`config.mk`:
```
export PLATFORM = sky130hd
export DESIGN_NAME = binary_dilation_octagon_5x5
export DESIGN_NICKNAME = d
export VERILOG_FILES = /design/src/hw/rtl/bdo_pkg.sv /design/src/hw/rtl/bdo_ram.sv /design/src/hw/rtl/bdo_scan.sv /design/src/hw/rtl/bdo_win.sv /design/src/hw/rtl/binary_dilation_octagon_5x5.sv
export SDC_FILE = /design/constraint.sdc
export NUM_CORES = 2
export LEC_CHECK = 0
export BUFFER_PORTS_ARGS = -buffer_cell sky130_fd_sc_hd__buf_4
export CAP_MARGIN = 20
export CORE_MARGIN = 1
export CORE_UTILIZATION = 45
export CTS_CLUSTER_DIAMETER = 80
export DETAILED_ROUTE_END_ITERATION = 7
export HOLD_SLACK_MARGIN = 0.08
export SLEW_MARGIN = 20
export SYNTH_ARGS = -nofsm -noshare
export SYNTH_HDL_FRONTEND = slang
export SYNTH_SLANG_ARGS = --single-unit
```
`constraint.sdc`:
```
create_clock -name clk -period 8.7 [get_ports clk]
set_clock_uncertainty 0.15 [all_clocks]
set_input_delay 1.74 -clock clk [delete_from_list [all_inputs] [get_ports clk]]
set_output_delay 1.74 -clock clk [all_outputs]
set_load 0.03 [all_outputs]
```
`src/hw/rtl/bdo_pkg.sv`:
```
package bdo_pkg;

	localparam int IMG_W = 512;
	localparam int IMG_H = 512;
	localparam int COL_W = $clog2(IMG_W);
	// rows count up to IMG_H + 2 while the frame is flushed
	localparam int ROW_W = $clog2(IMG_H + 3);
	localparam int WIN = 5;
	localparam int HIST = WIN - 1;
	localparam int POS_W = 9;

	localparam logic [7:0] THRESH_RST = 8'd127;
	localparam logic [7:0] LEVEL_FG = 8'd255;
	localparam logic [7:0] LEVEL_BG = 8'd0;

	// bit (dr+2)*5 + (dc+2): octagon with 3, 5, 5, 5, 3 columns per row
	localparam logic [WIN*WIN-1:0] KERNEL = 25'h0EFFFEE;

	typedef enum logic {
		REG_THRESHOLD = 1'b0
	} reg_idx_t;

	typedef struct packed {
		logic fg;
		logic emit;
		logic last;
		logic [COL_W-1:0] col;
		logic [WIN-1:0] row_ok;
		logic [WIN-1:0] col_ok;
		logic [POS_W-1:0] row_o;
		logic [POS_W-1:0] col_o;
	} stage_t;

endpackage

```
`src/hw/rtl/bdo_ram.sv`:
```
module bdo_ram #(
	parameter int WIDTH = 4,
	parameter int DEPTH = 512
) (
	input  logic clk,
	input  logic we,
	input  logic [$clog2(DEPTH)-1:0] waddr,
	input  logic [WIDTH-1:0] wdata,
	input  logic re,
	input  logic [$clog2(DEPTH)-1:0] raddr,
	output logic [WIDTH-1:0] rdata
);

	logic [WIDTH-1:0] mem [DEPTH];

	always_ff @(posedge clk) begin
		if (we) begin
			mem[waddr] <= wdata;
		end
		if (re) begin
			rdata <= mem[raddr];
		end
	end

endmodule

```
`src/hw/rtl/bdo_scan.sv`:
```
module bdo_scan (
	input  logic clk,
	input  logic arst_n,
	input  logic [7:0] threshold,
	input  logic s_valid,
	input  logic [7:0] gray_level,
	input  logic pad,
	output logic s_ready,
	input  logic s1_go,
	output logic rd_en,
	output logic [bdo_pkg::COL_W-1:0] rd_addr,
	output logic s1_valid,
	output bdo_pkg::stage_t s1
);

	import bdo_pkg::*;

	localparam logic [ROW_W-1:0] ROW_TWO = ROW_W'(2);
	localparam logic [ROW_W-1:0] ROW_LAST = ROW_W'(IMG_H - 1);
	localparam logic [ROW_W-1:0] ROW_END = ROW_W'(IMG_H);
	localparam logic [COL_W-1:0] COL_TWO = COL_W'(2);
	localparam logic [COL_W-1:0] COL_LAST = COL_W'(IMG_W - 1);

	logic [ROW_W-1:0] in_row_q, out_row_q;
	logic [COL_W-1:0] in_col_q, out_col_q;
	logic s1_valid_q;
	stage_t s1_q;
	stage_t stage;
	logic in_frame, counted, emit, last;
	logic [ROW_W+1:0] row_sum;
	logic [COL_W+1:0] col_sum;

	assign in_frame = in_row_q < ROW_END;
	assign s_ready = !s1_valid_q || s1_go;
	// pads inside the frame are dropped without a trace
	assign counted = s_valid && s_ready && !(in_frame && pad);
	assign emit = (in_row_q > ROW_TWO) || (in_row_q == ROW_TWO && in_col_q >= COL_TWO);
	assign last = (out_row_q == ROW_LAST) && (out_col_q == COL_LAST);

	assign row_sum = (ROW_W+2)'(out_row_q) + (ROW_W+2)'(2);
	assign col_sum = (COL_W+2)'(out_col_q) + (COL_W+2)'(2);

	always_comb begin
		stage.fg = in_frame && (gray_level > threshold);
		stage.emit = emit;
		stage.last = last;
		stage.col = in_col_q;
		stage.row_o = POS_W'(out_row_q);
		stage.col_o = POS_W'(out_col_q);
		for (int k = 0; k < WIN; k++) begin
			stage.row_ok[k] = (row_sum >= (ROW_W+2)'(k)) &&
				((row_sum - (ROW_W+2)'(k)) < (ROW_W+2)'(IMG_H));
			stage.col_ok[k] = (col_sum >= (COL_W+2)'(k)) &&
				((col_sum - (COL_W+2)'(k)) < (COL_W+2)'(IMG_W));
		end
	end

	assign rd_en = counted;
	assign rd_addr = in_col_q;

	always_ff @(posedge clk or negedge arst_n) begin
		if (!arst_n) begin
			in_row_q <= '0;
			in_col_q <= '0;
			out_row_q <= '0;
			out_col_q <= '0;
		end else if (counted) begin
			if (emit && last) begin
				in_row_q <= '0;
				in_col_q <= '0;
				out_row_q <= '0;
				out_col_q <= '0;
			end else begin
				if (in_col_q == COL_LAST) begin
					in_col_q <= '0;
					in_row_q <= in_row_q + ROW_W'(1);
				end else begin
					in_col_q <= in_col_q + COL_W'(1);
				end
				if (emit) begin
					if (out_col_q == COL_LAST) begin
						out_col_q <= '0;
						out_row_q <= out_row_q + ROW_W'(1);
					end else begin
						out_col_q <= out_col_q + COL_W'(1);
					end
				end
			end
		end
	end

	always_ff @(posedge clk or negedge arst_n) begin
		if (!arst_n) begin
			s1_valid_q <= 1'b0;
		end else if (counted) begin
			s1_valid_q <= 1'b1;
		end else if (s1_go) begin
			s1_valid_q <= 1'b0;
		end
	end

	always_ff @(posedge clk) begin
		if (counted) begin
			s1_q <= stage;
		end
	end

	assign s1_valid = s1_valid_q;
	assign s1 = s1_q;

endmodule

```
`src/hw/rtl/bdo_win.sv`:
```
module bdo_win (
	input  logic clk,
	input  logic arst_n,
	input  logic s1_valid,
	input  bdo_pkg::stage_t s1,
	input  logic [bdo_pkg::HIST-1:0] rd_data,
	output logic s1_go,
	output logic we,
	output logic [bdo_pkg::COL_W-1:0] waddr,
	output logic [bdo_pkg::HIST-1:0] wdata,
	input  logic out_ready,
	output logic out_valid,
	output logic [7:0] out_level,
	output logic [bdo_pkg::POS_W-1:0] out_row,
	output logic [bdo_pkg::POS_W-1:0] out_col,
	output logic out_last
);

	import bdo_pkg::*;

	logic [WIN-1:0] vec;
	logic [WIN-1:0][WIN-1:0] win_q, win_next;
	logic hit, out_free;
	logic out_valid_q, out_last_q;
	logic [7:0] out_level_q;
	logic [POS_W-1:0] out_row_q, out_col_q;

	assign out_free = !out_valid_q || out_ready;
	assign s1_go = s1_valid && (!s1.emit || out_free);

	// bit k of a column is the row k above the newest one
	assign vec = {rd_data, s1.fg};

	assign we = s1_go;
	assign waddr = s1.col;
	assign wdata = {rd_data[HIST-2:0], s1.fg};

	always_comb begin
		win_next[0] = vec;
		for (int i = 1; i < WIN; i++) begin
			win_next[i] = win_q[i-1];
		end
		hit = 1'b0;
		for (int i = 0; i < WIN; i++) begin
			for (int k = 0; k < WIN; k++) begin
				hit = hit | (KERNEL[(WIN-1-k)*WIN + (WIN-1-i)] & s1.row_ok[k] &
					s1.col_ok[i] & win_next[i][k]);
			end
		end
	end

	always_ff @(posedge clk) begin
		if (s1_go) begin
			win_q <= win_next;
		end
	end

	always_ff @(posedge clk or negedge arst_n) begin
		if (!arst_n) begin
			out_valid_q <= 1'b0;
		end else if (s1_go && s1.emit) begin
			out_valid_q <= 1'b1;
		end else if (out_ready) begin
			out_valid_q <= 1'b0;
		end
	end

	always_ff @(posedge clk) begin
		if (s1_go && s1.emit) begin
			out_level_q <= hit ? LEVEL_FG : LEVEL_BG;
			out_row_q <= s1.row_o;
			out_col_q <= s1.col_o;
			out_last_q <= s1.last;
		end
	end

	assign out_valid = out_valid_q;
	assign out_level = out_level_q;
	assign out_row = out_row_q;
	assign out_col = out_col_q;
	assign out_last = out_last_q;

endmodule

```
`src/hw/rtl/binary_dilation_octagon_5x5.sv`:
```
// The item that completes a pixel's 5x5 neighborhood (two rows and two columns
// later in the raster) passes the front-end register, then the output register.
// Throughput: one item per cycle unless the output blocks; the line memory is
// read on accept and written back at another column, so no interlock is needed.
// Reset: position counters, valid flags and threshold (127) clear at once;
// the line memory keeps no reset, stale rows are masked at the image borders.
module binary_dilation_octagon_5x5 (
	input  logic clk,
	input  logic arst_n,
	// configuration port
	input  logic psel,
	input  logic penable,
	input  logic pwrite,
	input  logic [2:0] paddr,
	input  logic [31:0] pwdata,
	output logic [31:0] prdata,
	output logic pready,
	// pixel input
	input  logic s_tvalid,
	output logic s_tready,
	input  logic [7:0] s_tdata,   // [7:0] gray_level
	input  logic [0:0] s_tuser,   // [0] pad
	// dilated output
	output logic m_tvalid,
	input  logic m_tready,
	output logic [31:0] m_tdata,  // [7:0] out_level, [16:8] row, [25:17] column
	output logic m_tlast          // frame_end
);

	import bdo_pkg::*;

	logic [7:0] threshold_q;
	logic cfg_wr;
	logic rd_en, we, s1_valid, s1_go;
	logic [COL_W-1:0] rd_addr, waddr;
	logic [HIST-1:0] rd_data, wdata;
	stage_t s1;
	logic [7:0] out_level;
	logic [POS_W-1:0] out_row, out_col;

	// Registers: threshold only, written on the access phase.
	assign pready = 1'b1;
	assign cfg_wr = psel && penable && pwrite && pready;

	always_ff @(posedge clk or negedge arst_n) begin
		if (!arst_n) begin
			threshold_q <= THRESH_RST;
		end else if (cfg_wr && (reg_idx_t'(paddr[2]) == REG_THRESHOLD)) begin
			threshold_q <= pwdata[7:0];
		end
	end

	always_comb begin
		case (reg_idx_t'(paddr[2]))
			REG_THRESHOLD: prdata = {24'b0, threshold_q};
			default: prdata = '0;
		endcase
	end

	// Front end: count raster positions, threshold the pixel, issue the
	// line memory read for its column.
	bdo_scan u_scan (
		.clk(clk),
		.arst_n(arst_n),
		.threshold(threshold_q),
		.s_valid(s_tvalid),
		.gray_level(s_tdata),
		.pad(s_tuser[0]),
		.s_ready(s_tready),
		.s1_go(s1_go),
		.rd_en(rd_en),
		.rd_addr(rd_addr),
		.s1_valid(s1_valid),
		.s1(s1)
	);

	// Line memory: the four rows above the current one, one column per entry.
	bdo_ram #(
		.WIDTH(HIST),
		.DEPTH(IMG_W)
	) u_line_ram (
		.clk(clk),
		.we(we),
		.waddr(waddr),
		.wdata(wdata),
		.re(rd_en),
		.raddr(rd_addr),
		.rdata(rd_data)
	);

	// Back end: shift the column into the window, write the aged column back,
	// OR the kernel taps and hold the result in the output register.
	bdo_win u_win (
		.clk(clk),
		.arst_n(arst_n),
		.s1_valid(s1_valid),
		.s1(s1),
		.rd_data(rd_data),
		.s1_go(s1_go),
		.we(we),
		.waddr(waddr),
		.wdata(wdata),
		.out_ready(m_tready),
		.out_valid(m_tvalid),
		.out_level(out_level),
		.out_row(out_row),
		.out_col(out_col),
		.out_last(m_tlast)
	);

	assign m_tdata = {6'b0, out_col, out_row, out_level};

	// A stalled stage must not issue a read: its column data would be lost.
	a_hold_rdata: assert property (@(posedge clk) disable iff (!arst_n)
		s1_valid && !s1_go |=> $stable(rd_data))
		else $error("line memory data changed under a stalled stage");

	// Input stalls only when the output register is full and blocked.
	a_ready_cause: assert property (@(posedge clk) disable iff (!arst_n)
		!s_tready |-> (m_tvalid && !m_tready))
		else $error("input stalled without output backpressure");

	// Frame end marks the bottom right pixel only.
	a_frame_end_pos: assert property (@(posedge clk) disable iff (!arst_n)
		m_tvalid && m_tlast |->
		(m_tdata[16:8] == POS_W'(IMG_H - 1)) && (m_tdata[25:17] == POS_W'(IMG_W - 1)))
		else $error("frame end on wrong position");

endmodule

```
==> results.py <==
metrics = {
    "critical_path": {
        "reg2regPathDepth": 9,
        "arrival_ps": 5160,
        "endpoint_kind": "flop",
        "path_cells": "buf_12 -> buf_4 -> mux4_2 -> mux4_2 -> nand2_1 -> and4_1 -> o221ai_1 -> o211ai_1 -> a32oi_1",
        "r2r-start": "u_scan.rd_addr[1]",
        "reg2reg_to": "u_line_ram.rdata[3]",
        "cp-start-kind": "flop",
        "reg2reg_slack_ps": 3950,
        "crit_type": "flop to flop",
        "cpMostUsedCell": "mux4_2",
        "required_ps": 9110,
        "cpMaxStageDelayCell": "dfrtp_4",
        "max_stage_delay_ps": 930,
        "critPathBufInv": 2,
        "cp_max_fo": 68,
        "cp_top_family": "buffers and inverters",
    },
    "die": {
        "start_util_pct": 45.43,
        "fp.dieArea_sq_um": 194100,
        "die_y_microns": 440.6,
        "die_x_microns": 440.6,
        "core-area_sq_um": 190600,
        "core.rowCount": 160,
        "io_pins": 119,
    },
    "timing": {
        "fmax_mhz": 210.7,
        "setup_viol": 0,
        "period_share_pct": 54.55,
        "hold_viol_final": 0,
        "fin_hold_ws_ps": 268.9,
        "fin_tns_setup_ps": 0,
        "drv_slew": 0,
        "max-slew-margin-rel_pct": 19.89,
        "rsz0062_at_grt": "no",
        "worst_slew_pin_slew_ps": 1200,
        "period_needed_ps": 4746,
    },
    "place": {
        "dpl.hpwl_microns": 128400,
        "place.gp.congestion": 0.8615,
        "numPortBuffers": 61,
    },
    "clock_tree": {
        "clock_latency_ps": 870,
        "post_cts_buffers": 0,
        "clockRootBuffer": "clkbuf_16",
        "htree_num_levels": 4,
        "cts_buffers": 217,
        "cts-resized-gates": 0,
        "clock_path_buffers": 3,
        "clock_sinks": 2178,
        "holdBufCountCts": 0,
        "clkTransAtPathRegs_ps": 60,
        "cts_tree": "yes",
    },
    "final_layout": {
        "drive_above_1_share_pct": 21.99,
        "fillCellCount": 15192,
        "layout_common_cells": "2,130 x edfxtp_1, 566 x nor2_1, 515 x mux4_2, 217 x clkbuf_16, 199 x nand2_1",
        "final_nets": 4635,
        "final_core_util_pct": 50.72,
        "final_common_cell": "edfxtp_1",
        "area_growth_pct": 11.66,
    },
    "drt": {
        "wl_per_cell_microns": 30.71,
        "vias": 43986,
        "drc": 0,
        "viasPerCell": 6.063,
        "drt_iter0_drc": 5635,
        "first_pass_iters": 5,
        "drt-total-wl_microns": 222800,
        "ant_nets": 0,
    },
    "run": {
        "cap_violations": 0,
    },
    "synth": {
        "synth_area_leaders": "edfxtp_1 74%, mux4_2 13%, nor2_1 2.5%",
        "yosys_warnings": 0,
        "yosys.area.top_type": "edfxtp_1",
        "syn_avg_cell_area_sq_um": 19.33,
        "synth_seq_cells": 2178,
        "ys.flop_type": "edfxtp_1",
        "synth_cells": 4478,
        "synth_area_sq_um": 86570,
        "synth_top_area_share_pct": 73.88,
        "synth_edf_count": 2130,
        "ys_async_sr_fraction_pct": 2.204,
        "ys_types": 74,
        "yosysSeqAreaShare_pct": 75.28,
    },
    "power": {
        "leakage_nw": 29.81,
        "ir_drop_uv": 440.8,
        "powerDensity_nw_per_um2": 301.5,
    },
    "global_route": {
        "antenna_found_initial": 7,
        "overflow": 0,
        "grt_use_total_pct": 22.98,
        "grt_pass1_wl_microns": 319600,
        "grt_max_degree": 223,
        "grt_pass1_vias": 43754,
    },
    "hold_path": {
        "hold_path_end": "u_win.out_row[2]",
        "hold_class": "flop to flop",
        "holdPathStages": 0,
        "min_from": "u_scan.s1[11]",
    },
    "outcome": {
        "status": "completed",
    },
}
-- cell type report --
class	instances	area, sq um	area share (%)
repair buffers	140	1267	1.311
clock buffers	263	5643	5.838
multi-input cells	1994	19910	20.60
inverters	27	106.4	0.1100
clock inverters	141	1409	1.457
diodes	1	2.502	0.002589
well taps	2511	3142	3.250
flip-flops and latches	2178	65190	67.43
-- per-layer routing --
metal	vias to the layer above	track usage, %	wire, microns
li1	18259	-	-
met1	23475	32.59	91600
met2	1938	36.46	107400
met3	314	4.272	17850
met4	0	6.608	5932
met5	-	0	0
-- worst max-delay path by stage --
stage / from / to / slack, ps / cells after the start
after floorplan: u_line_ram.rdata[0] / u_line_ram.mem[0][1] / 920 / 0
after global placement: m_tready / u_line_ram.mem[228][2] / 3380 / 8
after detailed placement: m_tready / u_line_ram.mem[228][2] / 3300 / 8
after CTS: u_scan.rd_addr[0] / u_line_ram.rdata[3] / 4040 / 9
after global routing: u_scan.rd_addr[0] / u_line_ram.rdata[3] / 3670 / 9
final: u_scan.rd_addr[1] / u_line_ram.rdata[3] / 3950 / 9
-- cell families after synthesis --
family	share of synthesized area (%)
muxes	14.59
other	0.008675
and+or+nand+nor	4.674
DFF	75.28
xor gates and xnor gates	0.2428
AOI/OAI and AO/OA	2.773
buffers and inverters	2.055
adders and majority gates	0.3758
-- synth_stat cells (all sizes together), types with 12 or more instances --
cell	n
a211oi	18
a21oi	29
a221oi	16
a22o	16
a22oi	43
a31oi	20
a32oi	32
and3	15
buf	174
clkbuf	134
dfrtp	41
edfxtp	2130
ha	26
inv	24
mux2i	91
mux4	515
nand2	212
nand3	52
nor2	573
nor2b	20
nor3	22
o21ai	43
o221ai	12
o22a	13
o22ai	35
xor2	13
-- flip-flops by register name, indices dropped and copies added (netlist names), 4 cells and up --
name and cells:
threshold_q 8, u_line_ram.mem 2048, u_line_ram.rdata 4, u_scan.in_row_q 10, u_scan.out_col_q 9, u_scan.out_row_q 10, u_scan.rd_addr 9, u_scan.s1 40
u_win.out_col 9, u_win.out_row 9, u_win.win_next 18
-- where the power goes --
| group | total (mW) | internal (mW) | switching [mW] |
|---|---|---|---|
| combinational | 7.13 | 2.33 | 4.80 |
| sequential | 12.8 | 12.6 | 0.196 |
| clock | 9.22 | 5.13 | 4.09 |
-- per-stage QoR --
stage | instances | area [sq um] | setup slack [ps] | total power, mW
3_3_place_gp | 6850 | 89590 | 3378 | 20.06
4_1_cts | 7254 | 96650 | 4039 | 29.28
2_1_floorplan | 4507 | 86680 | 924.5 | 17.62
6_report | 7255 | 96670 | 3954 | 29.14
5_1_grt | 7254 | 96660 | 3673 | 29.97
3_5_place_dp | 6850 | 89600 | 3304 | 20.14
-- worst reg2reg max path, delay by kind of cell, from the launching register on --
kind                   cells  cell delay (ps)
buffers and inverters      2             1250
AND/OR/NAND/NOR            2              310
flip-flops                 1              930
AO/OA/AOI/OAI              3              830
multiplexers               2             1000
Note: power is estimated with default switching activity, not from simulation.
